$ cat config.mk
export PLATFORM = sky130hd
export DESIGN_NAME = ism_ctrl
export DESIGN_NICKNAME = d
export VERILOG_FILES = /design/src/hdl/ism_pkg.sv /design/src/hdl/ism_ctrl.sv
export SDC_FILE = /design/constraint.sdc
export NUM_CORES = 1
export LEC_CHECK = 0
export BUFFER_PORTS_ARGS = -buffer_cell sky130_fd_sc_hd__buf_4
export CORE_AREA = 4 4 41 43
export DETAILED_ROUTE_END_ITERATION = 10
export DIE_AREA = 0 0 45 47
export MAX_ROUTING_LAYER = met4
export SETUP_SLACK_MARGIN = 0.05
export SLEW_MARGIN = 0
export SYNTH_ARGS = -nofsm -noshare
export SYNTH_HDL_FRONTEND = slang
export SYNTH_SLANG_ARGS = --single-unit
$ cat constraint.sdc
create_clock -name i_clk -period 4.1 [get_ports i_clk]
set_input_delay 0.205 -clock i_clk [delete_from_list [all_inputs] [get_ports i_clk]]
set_output_delay 0.205 -clock i_clk [all_outputs]
set_load 0.02 [all_outputs]
$ cat src/hdl/ism_pkg.sv
// Package for the interval set merge/insert block: sizes, codes, state
// encoding and the command/status structs between controller and datapath.
// No dependencies.
`default_nettype none

package ism_pkg;

    localparam int MAX_INTERVALS = 32;
    localparam int VAL_W         = 31;
    localparam int CNT_W         = $clog2(MAX_INTERVALS + 1);

    localparam logic CMD_ADD  = 1'b0;
    localparam logic CMD_READ = 1'b1;

    localparam logic ST_OK   = 1'b0;
    localparam logic ST_FULL = 1'b1;

    typedef enum logic [4:0] {
        S_IDLE    = 5'b00001,
        S_CMP     = 5'b00010,
        S_UPD     = 5'b00100,
        S_ADD_RES = 5'b01000,
        S_READ    = 5'b10000
    } t_state;

    typedef struct packed {
        logic load_in;
        logic compare;
        logic update;
        logic emit_add;
        logic emit_entry;
        logic emit_empty;
    } t_dp_cmd;

    typedef struct packed {
        logic cnt_zero;
        logic rd_last;
        logic out_free;
    } t_dp_stat;

    typedef struct packed {
        logic             status;
        logic             valid_res;
        logic [VAL_W-1:0] range_start;
        logic [VAL_W-1:0] range_end;
        logic             last;
    } t_result;

endpackage

`default_nettype wire

$ cat src/hdl/ism_ctrl.sv
// Controller state machine of the interval set block: sequences accept,
// compare, update and result transactions. Depends on ism_pkg.
`default_nettype none

module ism_ctrl import ism_pkg::*; (
    input  wire logic     i_clk,
    input  wire logic     i_rst_n,
    input  wire logic     i_in_valid,
    input  wire logic     i_in_cmd,
    output logic          o_in_ready,
    output t_dp_cmd       o_dp_cmd,
    input  wire t_dp_stat i_dp_stat
);

    t_state r_state;
    t_state n_state;

    always_ff @(posedge i_clk) begin
        if (!i_rst_n) begin
            r_state <= S_IDLE;
        end else begin
            r_state <= n_state;
        end
    end

    assign o_in_ready = (r_state == S_IDLE);

    always_comb begin
        n_state  = r_state;
        o_dp_cmd = '0;
        case (r_state)
            S_IDLE: begin
                if (i_in_valid) begin
                    o_dp_cmd.load_in = 1'b1;
                    n_state = (i_in_cmd == CMD_READ) ? S_READ : S_CMP;
                end
            end
            S_CMP: begin
                o_dp_cmd.compare = 1'b1;
                n_state = S_UPD;
            end
            S_UPD: begin
                o_dp_cmd.update = 1'b1;
                n_state = S_ADD_RES;
            end
            S_ADD_RES: begin
                if (i_dp_stat.out_free) begin
                    o_dp_cmd.emit_add = 1'b1;
                    n_state = S_IDLE;
                end
            end
            S_READ: begin
                // hold until the result register can take the next transaction
                if (i_dp_stat.out_free) begin
                    if (i_dp_stat.cnt_zero) begin
                        o_dp_cmd.emit_empty = 1'b1;
                        n_state = S_IDLE;
                    end else begin
                        o_dp_cmd.emit_entry = 1'b1;
                        if (i_dp_stat.rd_last) begin
                            n_state = S_IDLE;
                        end
                    end
                end
            end
            default: begin
                n_state = S_IDLE;
            end
        endcase
    end

endmodule

`default_nettype wire

### After elaboration in Yosys (flattened, before gate mapping)

Index checks and enable logic that the tools add are counted.

* bitwise logic cells: 0
* reductions and logical operators: 1
* mux-type cells: 17
* shift-type cells: 0
* magnitude comparators: 0
* add/sub/neg operators: 0
* multipliers: 0
* div/mod/pow operators: 0
* equal/unequal tests: 9

Operators by type and width (count)
* $mux 5: 6
* $pmux 5 s5: 1
* $mux 1: 8
* $ne 2x2->1 const B: 3
* $eq 5x1->1 const B: 1
* $eq 5x2->1 const B: 1
* $eq 5x3->1 const B: 1
* $eq 5x4->1 const B: 1
* $eq 5x5->1 const B: 1
* $mux 2: 2
* $reduce_and 4->1: 1
* $ne 3x3->1 const B: 1

* bits of input ports: 7
* ROM bits: 0
* memories kept: 0
* logic and storage cells: 28
* flip-flop bits (word level): 5
* latch bits: 0
* output and inout port bits: 7
* memory bits (writable): 0

### Depth between registers and ports, before layout

Gate-level depths: netlist (run 1).

* depth in word-level cells: 4
* gate-level depth with buffers: 4
* depth with buffers taken out: 4

### Worst setup path after synthesis (run 1)

No wires, ideal clock.

* path type: flip-flop to flip-flop
* start: register r_state[3]
* end: register r_state[0]
* buffers on the path: 0
* required time: 3.985 ns
* library setup time: 0.115 ns
* arrival time: 1.720 ns
* cell stages (with the launch flop): 5
* period minus slack after synthesis: 1.834 ns
* path slack: 2.266 ns
* cells stage by stage: dfxtp_1 > or3_4 > nor3b_1 > nor3_1 > a21o_2

* cells in the longest elaborated chain, start to end: 3
* elaborated cells on any way between the ends: 11
* those cells by class: eq/ne (9); mux (1); reduce/logical (1)

Ends and longest elaborated chain
* from (decl): line ism_ctrl.sv:15 `t_state r_state;`
* from (signal assigned): line ism_ctrl.sv:22 `r_state <= n_state;`
* $eq 5x5->1 (tied with other cells): line ism_ctrl.sv:31 `case (r_state)`
* $ne 3x3->1 (no line) or $ne 2x2->1 (tied branches)
* $reduce_and 4->1 (no line)

Several ways; a longest one is shown, not always the timed one.
A chain may end at the register's enable or synchronous reset.

==> out/qor.yml, run 1 <==
routing:
  drt-total-wl_um: 723
  drt_first_pass_iters: 4
  vias: 333
  count_of_antenna_violating_nets_left_after_detailed_routing: 0
  drcViolationCount: 0
  detail_route.wl_per_cell_um: 10.95
  initialDrtViolationCount: 3
  avgViaCountPerCell: 5.045
grt:
  globalRouteTotalUtil_pct: 8.401
  global_route.overflow_total: 0
  initial_antenna_violation_count: 0
  first_global_vias: 304
  first_pass_grt_wire_length_um: 1173
  grt_max_degree: 8
final_layout:
  design.final.nets: 59
  largest_register_ff_count: 5
  antenna_cells: 0
  syn_to_final_growth_pct: 42.22
  layout_top_registers: "r_state: 5 flops"
  largest_register: "r_state"
  final_core_util_pct: 36.92
  stdcell_count: 66
  drive_above_1_share_pct: 49.02
timing:
  final_hold_vio_count: 0
  post-route-min-period_ns: 1.877
  finalMaxSlewViolations: 0
  slew_headroom_pct: 79.15
  report.final.setup_viol: 0
  fin_worst_skew_ns: 0.002873
  grt_setup_unrepaired: "no"
  setup-tns-final_ns: 0
  tightest_slew_ns: 0.3120
  fmaxAchievable_mhz: 532.6
  min_period_over_period_pct: 45.79
clock_network:
  post_cts_hold_buffer_count: 0
  cts_resized: 0
  root_buffer: "clkbuf_4"
  tritoncts: "done"
  max_h_tree_level: 1
  worst_skew_pair.late_latency_ns: 0.24
  cts.sinks: 5
  cts_max_path_buffers: 2
  post_cts_buffers: 0
  numCtsBuffers: 3
  path_clk_slew_ns: 0.04
placed_design:
  finalWeightedCongestion: 0.8068
  port_buffers: 13
  cell_total_after_placement: 62
  place_hpwl_um: 602.4
setup_path:
  max_stage_delay_on_crit_path_ns: 0.43
  required_ns: 3.89
  worstSetupPathType: "flop to output port"
  crit_path_max_fanout: 7
  chain_of_cells_forming_the_critical_path: "or3_4 -> nor3b_4 -> and2_2 -> buf_4"
  cp-end-kind: "output port"
  worst_ep_arrival_time_ns: 1.67
  setup.worst_path.start_class: "flop"
  cpLargestDelayFamily: "simple AND/OR/NAND/NOR gates"
  worstPathBufferInverterCount: 1
  critPathSlowestCell: "or3_4"
power:
  totalPowerFinal_mw: 0.3192
  power.static_leakage_nw: 0.2209
  peakVddDrop_mv: 0.3466
  pwr_density_cell_nw_per_um2: 664.4
floorplan:
  floorplan.initialDensity_pct: 25.96
  dieWidth_um: 45
  fp-row-count: 13
  die_area_um2: 2115
  boundaryPins: 14
  dieHeight_um: 47
  core_region_um2: 1301
yosys:
  postSynthCellCount: 34
  yosys_register_bits: 5
  yosysWarningCount: 0
  mappedNetlistNets: 41
  seq_area_frac_synth_pct: 29.63
  syn_area_um2: 337.8
  syn_avg_cell_area_um2: 9.936
  synth_cell_type_count: 22
worst_hold_path:
  hold_path.class: "input port to flop"
status:
  run_status: "complete, no violations"
run:
  timing.max_cap.violations: 0
==> per-layer routing <==
layer,up-vias,track usage (%),wire length (µm)
met5,-,-,0
met4,0,8.772,27
met3,4,4.215,118
met2,20,12.99,317
met1,147,7.045,260
li1,162,-,-
==> synthesized netlist by cell type <==
cell,n,area [µm²]
nor3_1,1,5.000
o32ai_1,1,8.760
inv_1,2,7.510
a21o_2,1,8.760
nor2_1,4,15.01
a22oi_2,1,12.51
nand4_1,1,6.260
nor3b_4,1,18.77
mux2i_1,1,10.01
o41ai_4,1,27.53
dfxtp_1,5,100.1
nor4b_1,1,8.760
nor3b_1,1,7.510
or3_4,2,22.52
and2_2,1,7.510
or2b_1,1,7.510
nand2_1,2,7.510
and3_1,3,18.77
o31ai_2,1,12.51
nand3_1,1,5.000
and4b_1,1,10.01
a21bo_2,1,10.01
==> power breakdown <==
part | total, mW | switching [mW] | leakage (nW) | internal, mW
combinational | 0.181 | 0.0944 | 0.165 | 0.0870
clock | 0.0566 | 0.0198 | 0.0150 | 0.0368
sequential | 0.0812 | 0.0175 | 0.0410 | 0.0636
==> metrics by stage <==
stage / area, µm² / hold WS (ns) / setup WS [ns]
after floorplan: 337.8 / 0.3509 / 2.266
after global placement: 454.2 / 0.4861 / 2.476
after detailed placement: 454.2 / 0.4841 / 2.472
after CTS: 480.5 / 0.2293 / 2.217
after global routing: 480.5 / 0.2465 / 2.138
final: 480.5 / 0.2364 / 2.223
==> path summary, 6_finish.rpt <==
path | start | end | slack (ns) | cells after the start
worst max-delay path | r_state[4] | o_dp_cmd[5] | 2.22 | 4
worst min-delay path | i_rst_n | r_state[2] | 0.24 | 2
worst max register to register | r_state[4] | r_state[1] | 2.47 | 4
worst min register to register | r_state[2] | r_state[3] | 0.51 | 2
==> logic make-up (layout without fill, tap and decap cells) <==
logic type             after synthesis  count (layout)  share of synthesized area, %
AND/OR/NAND/NOR                     20              20                         41.48
AO/OA/AOI/OAI                        6               6                         23.70
flip-flops                           5               5                         29.63
buffers and inverters                2              19                         2.223
multiplexers                         1               1                         2.963
==> cell type report <==
cell class	instances	area (µm²)
inverter	2	7.507
clock buffer	4	26.28
fill	152	820.8
sequential	5	100.1
tap	15	18.77
timing repair buffer	13	97.59
multi-input combinational	27	230.2
==> layout by cell type, fill, tap and decap left out, drive strengths merged, types with 2 or more instances in the layout <==
| master | count |
|---|---|
| dfxtp | 5 |
| or3 | 2 |
| nor3b | 2 |
| nand2 | 2 |
| inv | 2 |
| and3 | 3 |
| nor2 | 4 |
| clkbuf | 4 |
| buf | 13 |
No activity file was read; power rests on OpenSTA's default activity.
==> inputs of run 2 (changes only) <==
--- a/config.mk
+++ b/config.mk
@@ -5,6 +5,7 @@
 export SDC_FILE = /design/constraint.sdc
 export NUM_CORES = 1
 export LEC_CHECK = 0
+export ABC_AREA = 1
 export BUFFER_PORTS_ARGS = -buffer_cell sky130_fd_sc_hd__buf_4
 export CORE_AREA = 4 4 41 43
 export DETAILED_ROUTE_END_ITERATION = 10
==> constraint.sdc (replaced) <==
create_clock -name i_clk -period 1.8 [get_ports i_clk]
set_input_delay 0.09 -clock i_clk [delete_from_list [all_inputs] [get_ports i_clk]]
set_output_delay 0.09 -clock i_clk [all_outputs]
set_load 0.02 [all_outputs]
==> run 2 against run 1 <==
  * Worst setup slack worse by 1.7 ns
  * Sequential share of layout area up 0.73 points
  * First-iteration DRC count rose by 100%
  * Count of clock-buffer cells in the layout did not move
  * Critical path type unchanged
  * Worst hold slack got worse by 0.14 ns
==> out/qor.yml, run 2 <==
power:
  peakVddDrop_mv: 0.4112
  p_int_mw: 0.3058
  pwr_density_cell_nw_per_um2: 1105
  power.share.switching_pct: 40.39
  power.clock.fraction_pct: 24.5
  sequentialPowerShare_pct: 28.4
  share_comb_of_total_power_pct: 47.1
  totalPowerFinal_mw: 0.5130
  power.static_leakage_nw: 0.2582
  power.net_switching_mw: 0.2072
yosys:
  synth.area.top_cells: "dfxtp_1 (31%), inv_1 (11%), nor2_1 (9.3%)"
  synth.most_common_cell: "inv_1"
  synth_top_area_share_pct: 31.13
  yosysWarningCount: 0
  syn_area_um2: 321.6
  synth_commonest_cells: "inv_1 (9), nor2_1 (8), nand2_1 (7)"
  synth-edff-count: 0
  post-synth-top-area-cell: "dfxtp_1"
  async_reset_ff_share_pct: 0
  yosys_register_bits: 5
  seq_area_frac_synth_pct: 31.13
  synth_cell_type_count: 15
  syn_avg_cell_area_um2: 6.562
  mappedNetlistNets: 56
  ys.flop_type: "dfxtp_1"
  postSynthCellCount: 49
setup_path:
  required_ns: 1.71
  regToRegEndpoint: "r_state[4]"
  ff2ff_path_depth: 6
  worstSetupPathType: "flop to output port"
  worst_ep_arrival_time_ns: 1.19
  cp-end-kind: "output port"
  r2r_setup_slack_ns: 0.73
  source_of_the_worst_register_to_register_timing_path: "r_state[1]"
  crit_path_max_fanout: 3
  setup.worst_path.start_class: "flop"
timing:
  post-route-min-period_ns: 1.278
  grt_setup_unrepaired: "no"
  fin_worst_skew_ns: 0.002806
  setup-tns-final_ns: 0
  final_hold_vio_count: 0
  finalMaxSlewViolations: 0
  fmaxAchievable_mhz: 782.2
  tightest_slew_ns: 0.2225
  report.final.setup_viol: 0
  min_period_over_period_pct: 71.03
  slew_headroom_pct: 85.15
worst_hold_path:
  launch_instance_of_the_worst_min_delay_path: "i_rst_n"
  min_path_cells: 3
  hold_ep: "r_state[4]"
  hold_path.class: "input port to flop"
clock_network:
  tritoncts: "done"
  cts_max_path_buffers: 2
  worst_skew_pair.late_latency_ns: 0.24
  path_clk_slew_ns: 0.04
  cts_resized: 0
  cts.sinks: 5
  numCtsBuffers: 3
  max_h_tree_level: 1
  post_cts_hold_buffer_count: 0
  post_cts_buffers: 0
  root_buffer: "clkbuf_4"
final_layout:
  final_core_util_pct: 35.67
  nFillCells: 153
  design.final.nets: 74
  antenna_cells: 0
  largest_register: "r_state"
  drive_above_1_share_pct: 39.39
  largest_register_ff_count: 5
  layout_top_registers: "r_state: 5 flops"
  layout_common_cells: "buf_4 (13), inv_1 (9), nor2_1 (8)"
  syn_to_final_growth_pct: 44.36
  final_common_cell: "buf_4"
floorplan:
  dieHeight_um: 47
  floorplan.initialDensity_pct: 24.71
  boundaryPins: 14
  dieWidth_um: 45
  fp-row-count: 13
  core_region_um2: 1301
  die_area_um2: 2115
routing:
  drt-total-wl_um: 733
  vias: 351
  drt_first_pass_iters: 3
  detail_route.wl_per_cell_um: 9.049
  count_of_antenna_violating_nets_left_after_detailed_routing: 0
  drcViolationCount: 0
  initialDrtViolationCount: 6
  avgViaCountPerCell: 4.333
grt:
  global_route.overflow_total: 0
  first_pass_grt_wire_length_um: 1255
  first_global_vias: 339
  globalRouteTotalUtil_pct: 8.816
  grt_max_degree: 9
  initial_antenna_violation_count: 0
placed_design:
  place_hpwl_um: 601.6
  finalWeightedCongestion: 0.7548
  port_buffers: 13
status:
  run_status: "complete, no violations"
run:
  timing.max_cap.violations: 0
[run 2: cell types whose count changed after synthesis, sizes merged, moves of 2 or more]
cell,previous run,this run
inv,2,11
nor2,4,12
nand3,1,5
or3,2,0
nand2,2,7
nand4,1,4
nor3b,2,0
and3,3,0
[run 2: worst max-delay path: stages, from the launching register on]
cell     delay [ns]
dfxtp_1        0.32
inv_1          0.09
nand2_1        0.06
nor2_1         0.11
nand2_1        0.08
nor3_1         0.14
buf_4          0.17
[run 2: worst max-delay path by stage]
stage | slack (ns) | start | endpoint | cells past startpoint
2_1_floorplan | 0.65 | r_state[3] | o_dp_cmd[1] | 5
3_3_place_gp | 0.72 | r_state[0] | r_state[4] | 6
3_5_place_dp | 0.71 | r_state[0] | r_state[4] | 6
4_1_cts | 0.49 | r_state[3] | o_dp_cmd[1] | 6
5_1_grt | 0.40 | r_state[0] | o_dp_cmd[3] | 4
6_report | 0.52 | r_state[3] | o_dp_cmd[1] | 6
[run 2: cell type report]
cell class	instances	area [µm²]	share of cell area, %
Multi-Input combinational cell	33	180.2	38.81
Sequential cell	5	100.1	21.56
Timing Repair Buffer	13	97.59	21.02
Tap cell	15	18.77	4.043
Clock buffer	4	26.28	5.660
Inverter	11	41.29	8.895
[run 2: kinds of logic after synthesis]
kind of cell	Yosys count	synth area share, %
flip-flops	5	31.13
AND/OR/NAND/NOR	30	50.58
buffers and inverters	11	12.84
AO/OA/AOI/OAI	3	5.445
[run 2: metrics by stage]
step / setup WS, ns / std cells / hold WS, ns / instance area [µm²]
final: 0.5215 / 81 / 0.1006 / 464.2
after global routing: 0.3959 / 81 / 0.09574 / 464.2
after CTS: 0.4932 / 81 / 0.09652 / 464.2
after detailed placement: 0.7114 / 77 / 0.3451 / 437.9
after global placement: 0.7203 / 77 / 0.3504 / 437.9
after floorplan: 0.6541 / 49 / 0.2105 / 321.6
[run 2: layer usage]
metal	up-vias	track usage [%]	routed length, µm
met5	-	-	0
met4	0	0	0
met1	155	8.884	335
met2	7	14.12	356
met3	0	7.280	41
li1	189	-	-
[run 2: power by group through the flow]
stage | logic [mW] | registers (mW) | clock network, mW
after detailed placement | 0.245 | 0.148 | 0
after CTS | 0.246 | 0.146 | 0.135
after floorplan | 0.172 | 0.146 | 0
final | 0.242 | 0.146 | 0.126
after global routing | 0.270 | 0.149 | 0.145
after global placement | 0.245 | 0.147 | 0
==> inputs of run 3 (changes only) <==
--- a/config.mk
+++ b/config.mk
@@ -5,7 +5,7 @@
 export SDC_FILE = /design/constraint.sdc
 export NUM_CORES = 1
 export LEC_CHECK = 0
-export ABC_AREA = 1
+export ABC_AREA = 0
 export BUFFER_PORTS_ARGS = -buffer_cell sky130_fd_sc_hd__buf_4
 export CORE_AREA = 4 4 41 43
 export DETAILED_ROUTE_END_ITERATION = 10
==> constraint.sdc (replaced) <==
create_clock -name i_clk -period 1.3 [get_ports i_clk]
set_input_delay 0.065 -clock i_clk [delete_from_list [all_inputs] [get_ports i_clk]]
set_output_delay 0.065 -clock i_clk [all_outputs]
set_load 0.02 [all_outputs]
==> run 3 against run 2 <==
  * The run now ends with setup timing left
  * Register-to-register slack worse by 1.0 ns
  * Worst hold slack better by 0.0031 ns
  * Design area is 43% higher
  * Final cell count is 2.5% lower
  * Clock skew is 0.0011 ns higher
  * First-iteration DRC count is 100% lower
  * Sequential power is 58% higher
  * Via count is 7.7% higher
  * Critical endpoint is now o_in_ready
==> out/qor.yml, run 3 (synthesized netlist as in run 1, its figures left out) <==
floorplan:
  dieWidth_um: 45
  core_region_um2: 1301
  die_area_um2: 2115
  fp-row-count: 13
  boundaryPins: 14
  floorplan.initialDensity_pct: 25.96
  dieHeight_um: 47
clock_network:
  tritoncts: "done"
  numCtsBuffers: 3
  max_h_tree_level: 1
  root_buffer: "clkbuf_4"
  worst_skew_pair.late_latency_ns: 0.24
  cts_max_path_buffers: 2
  path_clk_slew_ns: 0.04
  cts.sinks: 5
  post_cts_hold_buffer_count: 0
final_layout:
  largest_register_ff_count: 5
  regArea_um2: 101.3
  stdcell_area_um2: 663.1
  layout_top_registers: "r_state: 5 flops"
  drive_above_1_share_pct: 75.00
  final_common_cell: "buf_4"
  multiInputGateArea_um2: 284.0
  antenna_cells: 0
  stdcell_count: 79
  layout_common_cells: "buf_4 (18), buf_6 (8), dfxtp_1 (4)"
  syn_to_final_growth_pct: 96.30
  nFillCells: 140
  largest_register: "r_state"
  design.final.nets: 72
timing:
  slew_headroom_pct: 80.40
  fmaxAchievable_mhz: 618.9
  tightest_slew_ns: 0.2940
  setup-tns-final_ns: -2.817
  fin_worst_skew_ns: 0.003884
  final_hold_vio_count: 0
  report.final.setup_viol: 11
  grt_setup_unrepaired: "yes"
  post-route-min-period_ns: 1.616
  min_period_over_period_pct: 124.3
  layout_setup_ws_ns: -0.3158
  finalMaxSlewViolations: 0
  holdWs_ns: 0.1037
power:
  share_comb_of_total_power_pct: 72.8
  peakVddDrop_mv: 1.139
  power.clock.fraction_pct: 11.9
  pwr_density_cell_nw_per_um2: 2259
  totalPowerFinal_mw: 1.498
  power.share.switching_pct: 37.92
  power.static_leakage_nw: 0.3011
  sequentialPowerShare_pct: 15.3
  power.net_switching_mw: 0.5680
  p_int_mw: 0.9300
setup_path:
  cp-end-kind: "output port"
  ff2ff_path_depth: 7
  cpLargestDelayFamily: "simple AND/OR/NAND/NOR gates"
  r2r_setup_slack_ns: -0.30
  regToRegEndpoint: "r_state[0]"
  worst_ep_arrival_time_ns: 1.55
  source_of_the_worst_register_to_register_timing_path: "r_state[2]"
  required_ns: 1.24
  setup.worst_path.start_class: "flop"
  worstPathBufferInverterCount: 4
  critical-path-top-cell-by-count: "buf_6"
  critPathSlowestCell: "or3_4"
  chain_of_cells_forming_the_critical_path: "or3_4 -> nor3b_4 -> buf_4 -> buf_6 -> buf_6 -> buf_6"
  worstSetupPathType: "flop to output port"
  max_stage_delay_on_crit_path_ns: 0.40
  crit_path_max_fanout: 2
worst_hold_path:
  hold_ep: "r_state[4]"
  launch_instance_of_the_worst_min_delay_path: "i_in_cmd"
  min_path_cells: 3
  hold_path.class: "input port to flop"
routing:
  drt_first_pass_iters: 1
  drcViolationCount: 0
  count_of_antenna_violating_nets_left_after_detailed_routing: 0
  avgViaCountPerCell: 4.785
  vias: 378
  drt-total-wl_um: 954
  detail_route.wl_per_cell_um: 12.08
  initialDrtViolationCount: 0
grt:
  grt_max_degree: 7
  globalRouteTotalUtil_pct: 11.82
  global_route.overflow_total: 0
  first_pass_grt_wire_length_um: 1683
  initial_antenna_violation_count: 0
  first_global_vias: 414
placed_design:
  port_buffers: 13
  place_hpwl_um: 730.7
  postPlaceCellArea_um2: 530.5
  finalWeightedCongestion: 0.7579
  cell_total_after_placement: 71
status:
  violations: "setup timing"
  run_status: "complete, but fails checks"
run:
  timing.max_cap.violations: 0
[run 3: power by group through the flow]
stage	logic [mW]	registers, mW	clock network [mW]
3_5_place_dp	0.798	0.233	0
3_3_place_gp	0.805	0.233	0
2_1_floorplan	0.425	0.251	0
6_report	1.09	0.230	0.178
5_1_grt	1.18	0.234	0.194
4_1_cts	1.06	0.230	0.186
[run 3: area by class of cell]
class,count,area share [%]
Multi-Input combinational cell,27,42.83
Clock buffer,4,3.962
Tap cell,15,2.830
Timing Repair Buffer,26,33.96
Inverter,2,1.132
Sequential cell,5,15.28
[run 3: routing by layer]
layer  vias up  wire length, µm  global-route usage (%)
met4         0               23                   8.772
met2        14              524                   21.75
met3         2               67                   2.299
met1       172              339                   10.66
li1        190                -                       -
met5         -                0                       -
[run 3: stage by stage]
| stage | util (%) | worst slack [ns] |
|---|---|---|
| final | 50.96 | -0.3158 |
| after global routing | 50.96 | -0.3812 |
| after CTS | 49.23 | -0.3338 |
| after detailed placement | 40.77 | -0.2090 |
| after global placement | 40.77 | -0.1961 |
| after floorplan | - | -0.3092 |
[run 3: how the worst max path moves through the flow]
| stage | startpoint | endpoint | slack (ns) | depth (start not counted) |
|---|---|---|---|---|
| global placement | r_state[3] | r_state[0] | -0.20 | 4 |
| finish | r_state[2] | o_in_ready | -0.32 | 6 |
| global route | r_state[2] | o_in_ready | -0.38 | 6 |
| detailed placement | r_state[3] | r_state[0] | -0.21 | 4 |
| floorplan | r_state[2] | r_state[0] | -0.31 | 4 |
| CTS | r_state[2] | o_in_ready | -0.33 | 6 |
[run 3: tightest hold or removal path, cell delays in order]
cell and delay [ns]:
buf_4 0.11, nand3_1 0.05, mux2i_1 0.06
[run 3: repair_timing]
item / in CTS / in global routing
buffers inserted: 4 / 0
gates resized for setup: 13 / 5
pin swaps: 4 / 3
endpoints found under the setup margin: 12 / 12
